$ cat src/rtl/bafm_pkg.sv
// Shared types and constants for the buddy allocator with fit modes.
// Holds the command enum and status struct passed between controller and datapath.
// No dependencies.
package bafm_pkg;

  localparam int DEF_MIN_BLOCK_LOG2 = 5;
  localparam int DEF_LEVELS         = 10;
  localparam int DEF_HEADER_BYTES   = 16;

  localparam int IN_W  = 32;
  localparam int OUT_W = 56;

  localparam logic [1:0] FIT_FIRST = 2'd0;
  localparam logic [1:0] FIT_BEST  = 2'd1;
  localparam logic [1:0] FIT_WORST = 2'd2;
  localparam logic [1:0] FIT_SPARE = 2'd3;

  localparam logic [1:0] ST_OK      = 2'd0;
  localparam logic [1:0] ST_NOMEM   = 2'd1;
  localparam logic [1:0] ST_INVALID = 2'd2;

  localparam logic OP_ALLOC = 1'b0;
  localparam logic OP_FREE  = 1'b1;

  typedef enum logic [1:0] {
    KIND_ALLOC_OK,
    KIND_FREE_OK,
    KIND_NOMEM,
    KIND_INVALID
  } kind_t;

  typedef enum logic [3:0] {
    CMD_NONE,
    CMD_CLEAR,
    CMD_LOAD,
    CMD_SCAN_RD,
    CMD_SCAN_EVAL,
    CMD_SPLIT,
    CMD_SET_ALLOC_OK,
    CMD_SET_NOMEM,
    CMD_SET_INVALID,
    CMD_FREE_RD,
    CMD_FREE_EVAL,
    CMD_BUDDY_RD,
    CMD_BUDDY_EVAL,
    CMD_FINISH
  } cmd_t;

  typedef enum logic [3:0] {
    S_CLEAR,
    S_IDLE,
    S_A_RD,
    S_A_CHK,
    S_A_SPLIT,
    S_F_RD,
    S_F_CHK,
    S_M_RD,
    S_M_CHK,
    S_FINISH
  } state_t;

  typedef struct packed {
    logic clr_done;
    logic is_free;
    logic addr_ok;
    logic scan_end;
    logic found_v;
    logic split_more;
    logic tag_ok;
    logic merge_ok;
    logic lvl_top;
    logic out_busy;
  } dp_stat_t;

endpackage

$ cat src/rtl/bafm_ctrl.sv
// Controller state machine for the buddy allocator.
// Depends on bafm_pkg; drives commands into bafm_dp.
module bafm_ctrl (
  input  logic              clk,
  input  logic              rst_n,
  input  logic              in_tvalid,
  output logic              in_tready,
  input  bafm_pkg::dp_stat_t stat,
  output bafm_pkg::cmd_t    cmd
);
  import bafm_pkg::*;

  state_t state_r, state_nxt;

  always_ff @(posedge clk) begin
    if (!rst_n) begin
      state_r <= S_CLEAR;
    end else begin
      state_r <= state_nxt;
    end
  end

  always_comb begin
    state_nxt = state_r;
    cmd       = CMD_NONE;
    in_tready = 1'b0;
    unique case (state_r)
      S_CLEAR: begin
        cmd = CMD_CLEAR;
        if (stat.clr_done) state_nxt = S_IDLE;
      end
      S_IDLE: begin
        in_tready = 1'b1;
        if (in_tvalid) begin
          cmd       = CMD_LOAD;
          state_nxt = S_A_RD;
        end
      end
      S_A_RD: begin
        if (stat.is_free) begin
          state_nxt = S_F_RD;
        end else begin
          cmd       = CMD_SCAN_RD;
          state_nxt = S_A_CHK;
        end
      end
      S_A_CHK: begin
        cmd       = CMD_SCAN_EVAL;
        state_nxt = stat.scan_end ? S_A_SPLIT : S_A_RD;
      end
      S_A_SPLIT: begin
        if (!stat.found_v) begin
          cmd       = CMD_SET_NOMEM;
          state_nxt = S_FINISH;
        end else if (stat.split_more) begin
          cmd = CMD_SPLIT;
        end else begin
          cmd       = CMD_SET_ALLOC_OK;
          state_nxt = S_FINISH;
        end
      end
      S_F_RD: begin
        if (!stat.addr_ok) begin
          cmd       = CMD_SET_INVALID;
          state_nxt = S_FINISH;
        end else begin
          cmd       = CMD_FREE_RD;
          state_nxt = S_F_CHK;
        end
      end
      S_F_CHK: begin
        cmd       = CMD_FREE_EVAL;
        state_nxt = stat.tag_ok ? S_M_RD : S_FINISH;
      end
      S_M_RD: begin
        if (stat.lvl_top) begin
          state_nxt = S_FINISH;
        end else begin
          cmd       = CMD_BUDDY_RD;
          state_nxt = S_M_CHK;
        end
      end
      S_M_CHK: begin
        cmd       = CMD_BUDDY_EVAL;
        state_nxt = stat.merge_ok ? S_M_RD : S_FINISH;
      end
      S_FINISH: begin
        if (!stat.out_busy) begin
          cmd       = CMD_FINISH;
          state_nxt = S_IDLE;
        end
      end
      default: state_nxt = S_CLEAR;
    endcase
  end

endmodule

$ cat config.mk
export PLATFORM = sky130hd
export DESIGN_NAME = bafm_ctrl
export DESIGN_NICKNAME = d
export VERILOG_FILES = /design/src/rtl/bafm_pkg.sv /design/src/rtl/bafm_ctrl.sv
export SDC_FILE = /design/constraint.sdc
export NUM_CORES = 1
export LEC_CHECK = 0
export BUFFER_PORTS_ARGS = -buffer_cell sky130_fd_sc_hd__buf_2
export CAP_MARGIN = 20
export CORE_AREA = 10 10 47 49
export CTS_BUF_LIST = sky130_fd_sc_hd__clkbuf_16
export CTS_CLUSTER_SIZE = 25
export DETAILED_ROUTE_END_ITERATION = 12
export DIE_AREA = 0 0 57 59
export GPL_TIMING_DRIVEN = 0
export PLACE_DENSITY = 0.72
export SETUP_SLACK_MARGIN = 0.3
export SLEW_MARGIN = 20
export SYNTH_ARGS = -nofsm -noshare
export SYNTH_HDL_FRONTEND = slang
export SYNTH_SLANG_ARGS = --single-unit
$ cat constraint.sdc
create_clock -name clk -period 2.08 [get_ports clk]
set_input_delay 0.208 -clock clk [delete_from_list [all_inputs] [get_ports clk]]
set_output_delay 0.208 -clock clk [all_outputs]
set_load 0.01 [all_outputs]
==> Yosys cells after proc, flatten, opt, wreduce, memory -nomap -nowiden <==
Index checks and enable logic that the tools add are counted.
{ "totals": {"ff_bits": 4, "out_inout_bits": 5, "inputBits": 13, "elab_cells": 37} }
{ "op_classes": {"eq_ne": 13, "n_reduce_logical": 2, "mux": 21} }
{ "ops": {"columns": ["cell", "count"], "rows": [
  ["$pmux 4 s10", 2],
  ["$mux 4", 10],
  ["$eq 4x3->1 const B", 4],
  ["$eq 4x2->1 const B", 2],
  ["$eq 4x4->1 const B", 2],
  ["$mux 2", 4],
  ["$mux 3", 2],
  ["$ne 2x2->1 const B", 3],
  ["$eq 4x1->1 const B", 1],
  ["$logic_not 4->1", 1],
  ["$reduce_and 4->1", 1],
  ["$mux 1", 3],
  ["$ne 3x3->1 const B", 1]
]} }

==> Depth between registers and ports, before layout <==
Gate-level depths: netlist of the first run.
{ "logic_depth": {"word_depth": 3, "mapped_depth": 6, "ltp_nobuf": 4} }

==> Least setup slack after synthesis of the first run <==
Ideal clock, no wire load.
{ "synth_timing": {"path_kind": "register to output", "startpoint": "reg state_r[1]", "endpoint": "out cmd[0]", "required_ps": 1872, "path_stages_with_launch": 6, "slack_ps": 707, "t_arrival_ps": 1165, "path_buffers": 2, "path_cell_list": "dfxtp_1 buf_4 buf_4 nor3b_1 o21ai_0 o211ai_1"} }
{ "synth_via": {"elab_chain_cells": 2, "word_cells_on_any_way": 11, "classes_between": "eq/ne: 9; mux: 1; reduce/logical: 1"} }
{ "synth_rtl": {"columns": ["item", "line_no", "text"], "rows": [
  ["from (decl)", "bafm_ctrl.sv:13", "state_t state_r, state_nxt;"],
  ["from (signal assigned)", "bafm_ctrl.sv:19", "state_r <= state_nxt;"],
  ["$eq 4x4->1, or another cell as far along", "bafm_ctrl.sv:27", "unique case (state_r)"],
  ["$pmux 4 s10 *", "bafm_ctrl.sv:27", null],
  ["to (decl)", "bafm_ctrl.sv:9", "output bafm_pkg::cmd_t cmd"]
]} }
Every way passes the cells marked *; elsewhere a longest branch is shown, timed or not.

==> Worst setup path in the final report of the first run <==
Ends and elaborated chain as after synthesis.

==> flow_summary.yaml, run 1 <==
routing:
  detail_route.wl_per_cell_um: 14.6
  first_iter_violations: 16
  viasPerCell: 5.76
  wirelength_mm: 1.68
  drc: 0
  ant_nets: 0
  firstDrtPassIters: 4
  vias: 662
min_path:
  holdCritStartpoint: "rst_n"
  min_path_cells: 3
  hold_path_class: "input pin to flip-flop"
timing:
  post-route-period-util_pct: 82.3
  period_minus_slack_ns: 1.71
  fin_worst_skew_ns: 0.00257
  setup_tns_ns: 0
  rsz0062_at_grt: "yes"
  finalMaxSlewViolations: 0
  slew-limit-headroom_pct: 82.9
  finalSetupViolCount: 0
  hold_viol: 0
  tightest_slew_ns: 0.256
  worst_hold_slack_ns: 0.228
  fmaxAchievable_mhz: 584
  setup_slack_ns: 0.369
synthesis:
  yosys-top-cells-area: "dfxtp_1 (15%), buf_4 (5.7%), a21oi_1 (4.8%), nand2b_1 (4.8%), nor3b_1 (4.3%)"
  ys_seq_area_share_pct: 15.2
  ys_ff_latch: 4
  syn_avg_cell_area_sq_um: 6.84
  netlist.area_leader.share_pct: 15.2
  synth_nets: 90
  synth.distinct_cells: 33
  async_reset_ff_share_pct: 0
  synth_cells: 77
  yosys_warnings: 0
  synth_flop_cell: "dfxtp_1"
  synth_largest_area_cell: "dfxtp_1"
  synth_edf_count: 0
  syn_area_sq_um: 527
cells_and_area:
  instances_no_fill: 115
  top_regs: "state_r: 4 flops"
  final_cell_area_sq_um: 748
  syn_to_final_growth_pct: 42.0
  largest_reg_flops: 4
  fin_nets: 114
  final_layout_size_suffix_gt1_share_pct: 35.4
  antenna_cells: 0
  top_register: "state_r"
power_and_ir_drop:
  power_density_mw_per_mm2: 1200
  vdd.ir_drop.worst_v: 0.000449
  leakagePower_nw: 0.311
global_route:
  grt_pass1_wl_mm: 2.60
  grt_max_degree: 11
  grt_use_total_pct: 9.26
  grt_overflow: 0
  antenna_found_initial: 0
  grt_pass1_vias: 621
placement:
  routabilityCongestion: 0.875
  io_buffers: 17
  dp_worst_setup_slack_ns: 0.511
  dp_cells: 110
  place_area_sq_um: 632
  dp_hpwl_mm: 1.24
outcome:
  status: "finished clean"
clock_tree:
  h-tree-depth: 1
  cts_buffers: 3
  worstSkewPairLatency_ns: 0.23
  clk_pin_slew_worst_paths_ns: 0.03
  cts_root_buf: "clkbuf_16"
  max-clock-path-buffers: 2
  clock_sinks: 4
  cts_tree: "done"
critical_path:
  rr_startpoint: "state_r[1]"
  crit_path_start_kind: "flip-flop"
  rr_worst_depth: 6
  crit_type: "flip-flop to primary output"
  crit_arrival_ns: 1.50
  cp.required_ns: 1.87
  worst-path-max-fanout: 10
  slowest_delay_ns: 0.39
  crit_start: "state_r[1]"
  r2r_setup_slack_ns: 0.66
  cp_cell_sequence: "buf_6 -> buf_6 -> inv_1 -> or3_4 -> o211ai_1 -> buf_2"
  endpoint_kind: "primary output"
  path_depth: 6
  path_delay_family: "buffers and inverters"
  cpMostUsedCell: "buf_6"
  path_buf_inv: 4
  cp_slowest_cell: "or3_4"
die:
  rows: 14
  die_h_um: 59
  initial_core_util_pct: 37.6
  die-area_sq_mm: 0.00336
  coreArea_sq_mm: 0.00140
  io_pins: 18
  die_w_um: 57
run:
  cap_violations: 0
## cell usage in the layout (no fill, tap or decap), drive strengths merged
cell type / n
buf: 23
o21a: 1
nor2: 6
or3: 3
mux2: 1
o2bb2a: 1
a21oi: 5
nand3: 4
nor3: 4
clkbuf: 5
nand3b: 1
o31ai: 1
o21ai: 7
a31oi: 3
mux2i: 1
nand2: 5
o211ai: 1
nand2b: 4
o2111ai: 1
o2bb2ai: 1
nor2b: 1
a211o: 1
o22ai: 2
dfxtp: 4
a22oi: 1
nand4: 3
inv: 4
nor3b: 4
a32oi: 1
## path summary, 6_finish.rpt
| check | endpoint |
|---|---|
| setup / recovery | cmd[0] |
| setup reg to reg | state_r[2] |
| hold reg to reg | state_r[3] |
| hold / removal | state_r[2] |
## repair_timing
action	4_1_cts	5_1_grt
gates resized for setup	1	8
hold buffers	0	0
endpoints found under the setup margin	1	3
buffers inserted	0	2
## tightest hold or removal path, stage by stage
cell and delay [ns]:
buf_2 0.12, inv_1 0.05, a31oi_1 0.03
## Yosys cell counts (2+ instances only)
master	count
a21oi_1	5
nand2_1	5
nor2_1	5
buf_4	4
dfxtp_1	4
inv_1	4
nand2b_1	4
nand3_1	4
nor3_1	4
o21ai_0	4
a31oi_1	3
nand4_1	3
nor3b_1	3
o21ai_1	3
or3_1	3
o22ai_1	2
## power breakdown
group / internal, W / switching, W / total (W)
sequential: 0.0000971 / 0.0000179 / 0.000115
combinational: 0.000214 / 0.000269 / 0.000483
clock: 0.000246 / 0.0000553 / 0.000301
total: 0.000556 / 0.000342 / 0.000899
## layout make-up
class / instances / area (sq um)
buffer: 6 / 50.0
clock buffer: 3 / 75.1
fill: 142 / 653
inverter: 4 / 15.0
multi-input combinational: 63 / 407
sequential: 4 / 81.3
tap: 16 / 20.0
timing repair buffer: 19 / 100
## metrics by stage
step,utilization (%),total power [W]
floorplan,-,0.000433
global placement,45.1,0.000551
detailed placement,45.1,0.000551
CTS,50.7,0.000862
global route,53.4,0.000962
finish,53.4,0.000899
## metal layers
metal / vias up / track usage [%] / routed length (um)
met1: 298 / 10.8 / 765
li1: 338 / - / -
met2: 24 / 14.7 / 755
met3: 2 / 2.58 / 132
met4: 0 / 5.37 / 26
met5: - / 0 / 0
## cells by family (layout without fill, tap and decap cells)
group | Yosys count | in the layout | share of synthesized area [%]
buf+inv | 10 | 32 | 10.2
simple gates | 35 | 35 | 37.1
compound gates | 26 | 26 | 33.5
flops | 4 | 4 | 15.2
mux | 2 | 2 | 4.04
No activity file was read; power rests on OpenSTA's default activity.
==> inputs of run 2 (changes only) <==
- clock period: 2.08 -> 1.6 ns (I/O delays scaled with it)
==> flow_summary.yaml, run 2 (same netlist as run 1, synthesis figures left out) <==
outcome:
  status: "finished clean"
clock_tree:
  worstSkewPairLatency_ns: 0.23
  cts_hold_buf: 0
  clock_sinks: 4
  cts_tree: "done"
  cts_buffers: 3
  clk_pin_slew_worst_paths_ns: 0.03
  max-clock-path-buffers: 2
  cts_root_buf: "clkbuf_16"
  h-tree-depth: 1
timing:
  setup_tns_ns: 0
  finalSetupViolCount: 0
  tightest_slew_ns: 0.206
  fmaxAchievable_mhz: 631
  finalMaxSlewViolations: 0
  slew-limit-headroom_pct: 86.2
  period_minus_slack_ns: 1.59
  fin_worst_skew_ns: 0.00386
  rsz0062_at_grt: "yes"
  post-route-period-util_pct: 99.1
  hold_viol: 0
cells_and_area:
  final_layout_size_suffix_gt1_share_pct: 50.9
  syn_to_final_growth_pct: 71.0
  seqCellArea_sq_um: 90.1
  top_register: "state_r"
  multi_input_area_sq_um: 444
  antenna_cells: 0
  largest_reg_flops: 4
  final_common_cell: "buf_2"
  fin_nets: 125
  mostFrequentLayoutCells: "buf_2 (17), buf_4 (11), buf_6 (7)"
  final_core_util_pct: 64.3
  top_regs: "state_r: 4 flops"
  nFillCells: 122
global_route:
  antenna_found_initial: 0
  grt_pass1_vias: 697
  grt_max_degree: 11
  grt_overflow: 0
  grt_use_total_pct: 10.9
  grt_pass1_wl_mm: 3.06
die:
  die-area_sq_mm: 0.00336
  coreArea_sq_mm: 0.00140
  die_h_um: 59
  rows: 14
  die_w_um: 57
  io_pins: 18
  initial_core_util_pct: 37.6
critical_path:
  cp_slowest_cell: "or3_4"
  crit_path_start_kind: "flip-flop"
  crit_arrival_ns: 1.43
  endpoint_kind: "primary output"
  crit_type: "flip-flop to primary output"
  path_delay_family: "buffers and inverters"
  cpMostUsedCell: "buf_6"
  r2r_setup_slack_ns: 0.15
  cp.required_ns: 1.44
  worst-path-max-fanout: 5
  path_buf_inv: 4
  cp_cell_sequence: "buf_6 -> buf_6 -> inv_4 -> or3_4 -> o211ai_1 -> buf_2"
  slowest_delay_ns: 0.37
min_path:
  hold_path_class: "input pin to flip-flop"
placement:
  io_buffers: 17
  routabilityCongestion: 0.858
  dp_hpwl_mm: 1.24
power_and_ir_drop:
  power_density_mw_per_mm2: 1520
  vdd.ir_drop.worst_v: 0.000932
  leakagePower_nw: 0.385
routing:
  detail_route.wl_per_cell_um: 15.3
  firstDrtPassIters: 4
  viasPerCell: 5.80
  drc: 0
  wirelength_mm: 1.93
  vias: 731
  first_iter_violations: 12
  ant_nets: 0
run:
  cap_violations: 0
## run 2: changes by cell type in the layout (fill, tap and decap cells not counted), sizes merged
cell,before,now
buf,23,35
clkbuf,5,4
## run 2: worst paths after layout
path,from,endpoint,cells after the start
min,rst_n,state_r[2],3
min reg2reg,state_r[2],state_r[2],3
max,state_r[1],cmd[0],6
max reg2reg,state_r[1],state_r[2],7
## run 2: worst register-to-register path: cells and delay by family, from the launching register on
kind / cells / cell delay [ns]
buf+inv: 3 / 0.35
simple gates: 1 / 0.21
compound gates: 3 / 0.50
flops: 1 / 0.30
## run 2: metal layers
layer	track usage, %	vias up	share of wire, %
met5	0	-	0
met4	5.70	0	1.3
met2	17.7	30	47
li1	-	358	-
met1	13.2	341	45
met3	2.15	2	6.6
## run 2: repair_timing
item / CTS / global route
endpoints found under the setup margin: 9 / 9
resized for setup: 20 / 8
buffers inserted: 8 / 5
gates cloned: 0 / 0
pin swaps: 8 / 7
## run 2: power by group
| part | internal (W) | switching [W] | leakage (nW) |
|---|---|---|---|
| Sequential | 0.000137 | 0.0000342 | 0.0350 |
| Clock | 0.000320 | 0.0000736 | 0.0370 |
| Combinational | 0.000389 | 0.000415 | 0.313 |
## run 2: cell type report
class | instances | area share, %
inverters | 4 | 1.94
repair buffers | 30 | 21.5
multi-input cells | 63 | 49.3
well taps | 16 | 2.22
flip-flops and latches | 4 | 10.0
clock buffers | 3 | 8.33
plain buffers | 6 | 6.67
## run 2: metrics by stage
| stage | hold WS (ns) | setup slack (ns) | power [W] | cell area [sq um] | cells |
|---|---|---|---|---|---|
| after floorplan | 0.269 | 0.305 | 0.000571 | 536 | 77 |
| after detailed placement | 0.418 | 0.120 | 0.000730 | 641 | 110 |
| after global placement | 0.415 | 0.116 | 0.000725 | 641 | 110 |
| after global routing | 0.188 | -0.0513 | 0.00145 | 901 | 126 |
| final | 0.182 | 0.0145 | 0.00137 | 901 | 126 |
| after CTS | 0.175 | -0.00876 | 0.00128 | 842 | 121 |
